[config.mk]
export PLATFORM = sky130hd
export DESIGN_NAME = fct_mac_unit
export DESIGN_NICKNAME = d
export VERILOG_FILES = /design/src/rtl/fct_pkg.sv /design/src/rtl/fct_mac_unit.sv
export SDC_FILE = /design/constraint.sdc
export NUM_CORES = 2
export LEC_CHECK = 0
export ABC_CLOCK_PERIOD_IN_PS = 16500
export BUFFER_PORTS_ARGS = -buffer_cell sky130_fd_sc_hd__buf_2
export CAP_MARGIN = 20
export CORE_MARGIN = 2
export CORE_UTILIZATION = 40
export DETAILED_ROUTE_END_ITERATION = 16
export GPL_ROUTABILITY_DRIVEN = 0
export HOLD_SLACK_MARGIN = 0.05
export PLACE_DENSITY_LB_ADDON = 0.12
export SYNTH_ARGS = -nofsm -noshare
export SYNTH_HDL_FRONTEND = slang
export SYNTH_SLANG_ARGS = --single-unit
[constraint.sdc]
create_clock -name clk -period 16.5 [get_ports clk]
set_input_delay 2.475 -clock clk [delete_from_list [all_inputs] [get_ports clk]]
set_output_delay 2.475 -clock clk [all_outputs]
set_load 0.005 [all_outputs]
[src/rtl/fct_pkg.sv]
package fct_pkg;

  typedef enum logic [1:0] {
    MODE_WRITE  = 2'd0,
    MODE_BOX    = 2'd1,
    MODE_SPHERE = 2'd2,
    MODE_NONE   = 2'd3
  } mode_t;

  typedef enum logic [1:0] {
    ST_IDLE,
    ST_RUN,
    ST_DRAIN,
    ST_DONE
  } state_t;

  localparam int unsigned COORD_W = 32;
  localparam int unsigned PROD_W  = 2 * COORD_W;
  localparam int unsigned TERM_W  = 3;

  localparam logic [TERM_W-1:0] TERM_LAST_BOX    = 3'd5;
  localparam logic [TERM_W-1:0] TERM_LAST_SPHERE = 3'd2;
  localparam logic [TERM_W-1:0] TERM_FIRST_BOX   = 3'd1;

  typedef struct packed {
    logic signed [COORD_W-1:0] nx;
    logic signed [COORD_W-1:0] ny;
    logic signed [COORD_W-1:0] nz;
    logic signed [COORD_W-1:0] off;
  } plane_t;

  typedef struct packed {
    logic                      valid;
    logic                      box;
    logic                      first;
    logic                      last;
    logic                      second;
    logic signed [COORD_W-1:0] off;
  } issue_t;

endpackage

[src/rtl/fct_mac_unit.sv]
module fct_mac_unit #(
  parameter int unsigned FRAC_BITS = 16
) (
  input  logic                                clk,
  input  logic                                rst_n,
  input  logic                                start,
  input  fct_pkg::issue_t                     issue,
  input  logic signed [fct_pkg::COORD_W-1:0]  mul_a,
  input  logic signed [fct_pkg::COORD_W-1:0]  mul_b,
  input  logic signed [fct_pkg::COORD_W-1:0]  radius,
  output logic                                culled
);

  localparam int unsigned BASE_W = fct_pkg::COORD_W + 1 + FRAC_BITS;
  localparam int unsigned ACC_W  =
    ((BASE_W > fct_pkg::PROD_W) ? BASE_W : fct_pkg::PROD_W) + 3;

  logic signed [fct_pkg::PROD_W-1:0] prod_r;
  logic signed [fct_pkg::PROD_W-1:0] hold_r;
  fct_pkg::issue_t                   tag_r;
  logic signed [ACC_W-1:0]           acc_r;
  logic                              culled_r;

  logic signed [fct_pkg::COORD_W:0]  off_sum;
  logic signed [ACC_W-1:0]           base;
  logic signed [fct_pkg::PROD_W-1:0] term;
  logic signed [ACC_W-1:0]           start_val;
  logic signed [ACC_W-1:0]           sum;

  always_ff @(posedge clk) begin
    prod_r <= mul_a * mul_b;
    if (!rst_n) begin
      tag_r <= '0;
    end else begin
      tag_r <= issue;
    end
  end

  always_comb begin
    off_sum = tag_r.box ? (fct_pkg::COORD_W+1)'(tag_r.off)
                        : (fct_pkg::COORD_W+1)'(tag_r.off) + (fct_pkg::COORD_W+1)'(radius);
    base    = ACC_W'(off_sum) <<< FRAC_BITS;
    if (tag_r.box) begin
      term = (prod_r > hold_r) ? prod_r : hold_r;
    end else begin
      term = prod_r;
    end
    start_val = tag_r.first ? base : acc_r;
    sum       = start_val + ACC_W'(term);
  end

  always_ff @(posedge clk) begin
    if (tag_r.valid) begin
      if (tag_r.box && !tag_r.second) begin
        hold_r <= prod_r;
      end else begin
        acc_r <= sum;
      end
    end
  end

  always_ff @(posedge clk) begin
    if (!rst_n) begin
      culled_r <= 1'b0;
    end else if (start) begin
      culled_r <= 1'b0;
    end else if (tag_r.valid && tag_r.last && (!tag_r.box || tag_r.second)
                 && sum[ACC_W-1]) begin
      culled_r <= 1'b1;
    end
  end

  assign culled = culled_r;

endmodule

==> results.toml <==
[sta]
hold_viol = 0
max_slew_margin = 0.280
drv_slew = 0
fin_skew_ps = 23.0
worstMarginPinSlew_ps = 1080
rsz0062_at_grt = "no"
setup_viol_count_final = 0
max_freq_ghz = 0.0966
tns_ps = 0
min_period_ps = 10350
period_share = 0.627

[synth]
synth.most_common_cell = "fa_1"
ys_warn_count = 0
synthCells = 5464
synth_fp_nets = 7030
ys_seq_area_frac = 0.117
synthTopCellsByArea = "fa_1, ha_1, edfxtp_1, inv_1, and2_1"
synthArstFlopShare = 0
synth_cell_types = 92
synth_edf_count = 131
ys_ff_latch = 233
synth_area_leader_cell = "fa_1"
syn_area_per_cell_um2 = 9.33
syn_area_um2 = 51000
synth_top_area_frac = 0.426
yosys_most_used_dff = "edfxtp_1"
ys_top_cells_by_count = "fa_1, inv_1, nand2_1, and2_1, ha_1"

[critical_path]
critPathLaunchType = "input port"
cpPeakStageDelay_ps = 900
slowest_stage = "fa_1"
crit_path_max_fanout = 32
worstSetupPathType = "input port to flop"
endpoint_kind = "flop"
cp.arrival_ps = 10790
cp_common_cell = "fa_1"
worstPathRequired_ps = 16940

[route]
wire_per_inst_um = 19.3
drtIter0Drc = 2144
drc_errors = 0
dr.pass1.iters = 5
ant_nets = 0
routed_wl_mm = 136
num_vias = 35739
via_per_inst = 5.06

[placement]
dp_hpwl_mm = 108
place_area_um2 = 52900
portBuffers = 136

[grt]
grt_pass1_wl_mm = 219
grt_pass1_vias = 38369
grt_use_total = 0.213
antenna_found_initial = 8
grt_max_degree = 84
grt.overflow.total = 0

[cells_and_area]
final_core_util = 0.427
regArea_um2 = 5980
postLayoutCellArea_um2 = 53800
nNetsFinal = 6956
drive_gt1_frac = 0.0462
multiInputGateArea_um2 = 40100
fillers = 12476
synthToLayoutAreaGrowth_pct = 5.63

[clock_network]
cts_made_buffers = 24
cts_max_path_buffers = 3
clk_latency_ps = 560
h-tree-depth = 1
postCtsHoldBufs = 0
tritoncts = "built"
cts_setup_buffers = 0
post_cts_resized = 0
clk_pin_slew_worst_paths_ps = 70
cts_root_buf = "clkbuf_16"
clock_sinks = 233

[floorplanning]
std_cell_rows = 130
dieArea_um2 = 130000
coreArea_um2 = 126000
boundaryPins = 137
die_y_um = 361
start_util = 0.404
die_x_um = 361

[job]
cap_violations = 0

[run_status]
status = "completed"

[worst_hold_path]
hold_class = "flop to flop"
registers in the layout, indices dropped and copies added, names as in the netlist:
name / flops
acc_r: 67
culled: 1
hold_r: 64
prod_r: 64
tag_r: 37
path summary, 6_finish.rpt:
kind,start,to,slack [ps],cells after the start
max,mul_a[31],prod_r[62],6150,26
min reg2reg,tag_r[33],culled,460,2
min,tag_r[33],culled,460,2
max reg2reg,hold_r[63],acc_r[64],9650,22
cells by family (layout without fill, tap and decap cells):
group / after synthesis / after routing / synth area share
adder cells (fa/ha/maj): 1430 / 1430 / 0.511
other: 0 / 2 / 0
AND/OR/NAND/NOR: 1648 / 1648 / 0.161
multiplexers: 15 / 15 / 0.00304
buffers and inverters: 1309 / 1253 / 0.0968
XOR/XNOR: 150 / 150 / 0.0258
flip-flops: 233 / 233 / 0.117
AO/OA/AOI/OAI: 679 / 679 / 0.0858
final cells by class:
class	instances	area share
diodes	2	0.0000930
clock buffers	30	0.0133
clock inverters	14	0.00335
inverters	1047	0.0730
multi-input cells	3922	0.744
flip-flops and latches	233	0.111
well taps	1650	0.0384
repair buffers	162	0.0163
cells in the final DEF (no fill, tap or decap), types with 5 or more instances in the layout:
cell / synthesis / layout
a2111oi_0: 5 / 5
a211oi_1: 29 / 29
a21boi_0: 9 / 8
a21o_1: 79 / 79
a21oi_1: 211 / 211
a221o_1: 5 / 5
a221oi_1: 7 / 7
a31oi_1: 21 / 21
and2_1: 571 / 571
and3_1: 22 / 21
and4_1: 10 / 10
buf_2: 14 / 136
buf_4: 0 / 26
clkbuf_16: 0 / 28
dfxtp_1: 102 / 100
edfxtp_1: 131 / 131
fa_1: 1084 / 1084
ha_1: 346 / 346
inv_1: 1047 / 1047
mux2i_1: 11 / 11
nand2_1: 649 / 648
nand2b_1: 28 / 28
nand3_1: 53 / 53
nand4_1: 29 / 29
nor2_1: 196 / 196
nor2b_1: 34 / 34
nor3_1: 20 / 20
nor4_1: 8 / 8
o2111ai_1: 6 / 6
o211ai_1: 16 / 16
o21a_1: 22 / 22
o21ai_0: 166 / 166
o21ai_1: 8 / 8
o21bai_1: 26 / 26
o31ai_1: 5 / 5
or2_2: 8 / 8
or3_1: 5 / 5
xnor2_1: 102 / 102
xor2_1: 48 / 48
layer usage:
| layer | part of all wire | vias up | global-route usage |
|---|---|---|---|
| met5 | 0.00021 | - | 0 |
| met4 | 0.015 | 6 | 0.0347 |
| met3 | 0.068 | 122 | 0.0369 |
| met2 | 0.43 | 895 | 0.324 |
| met1 | 0.49 | 18064 | 0.322 |
| li1 | - | 16652 | - |
worst max-delay path, delay by kind of cell:
kind                       cells  cell delay, ps
adders and majority gates      9            4840
buffers and inverters          6            1430
and+or+nand+nor                3             320
AOI/OAI and AO/OA              8            1680
per-stage QoR:
stage | std cells | hold WS, ps | worst slack, ps
after detailed placement | 7014 | 452 | 5550
final | 7060 | 457 | 6150
after global placement | 7014 | 447 | 5630
after CTS | 7058 | 469 | 6130
after global routing | 7059 | 492 | 5640
after floorplan | 5464 | 425 | 6450
Power is not shown: default switching activity piles up to over one toggle a cycle in this logic, so the estimate is an artifact.
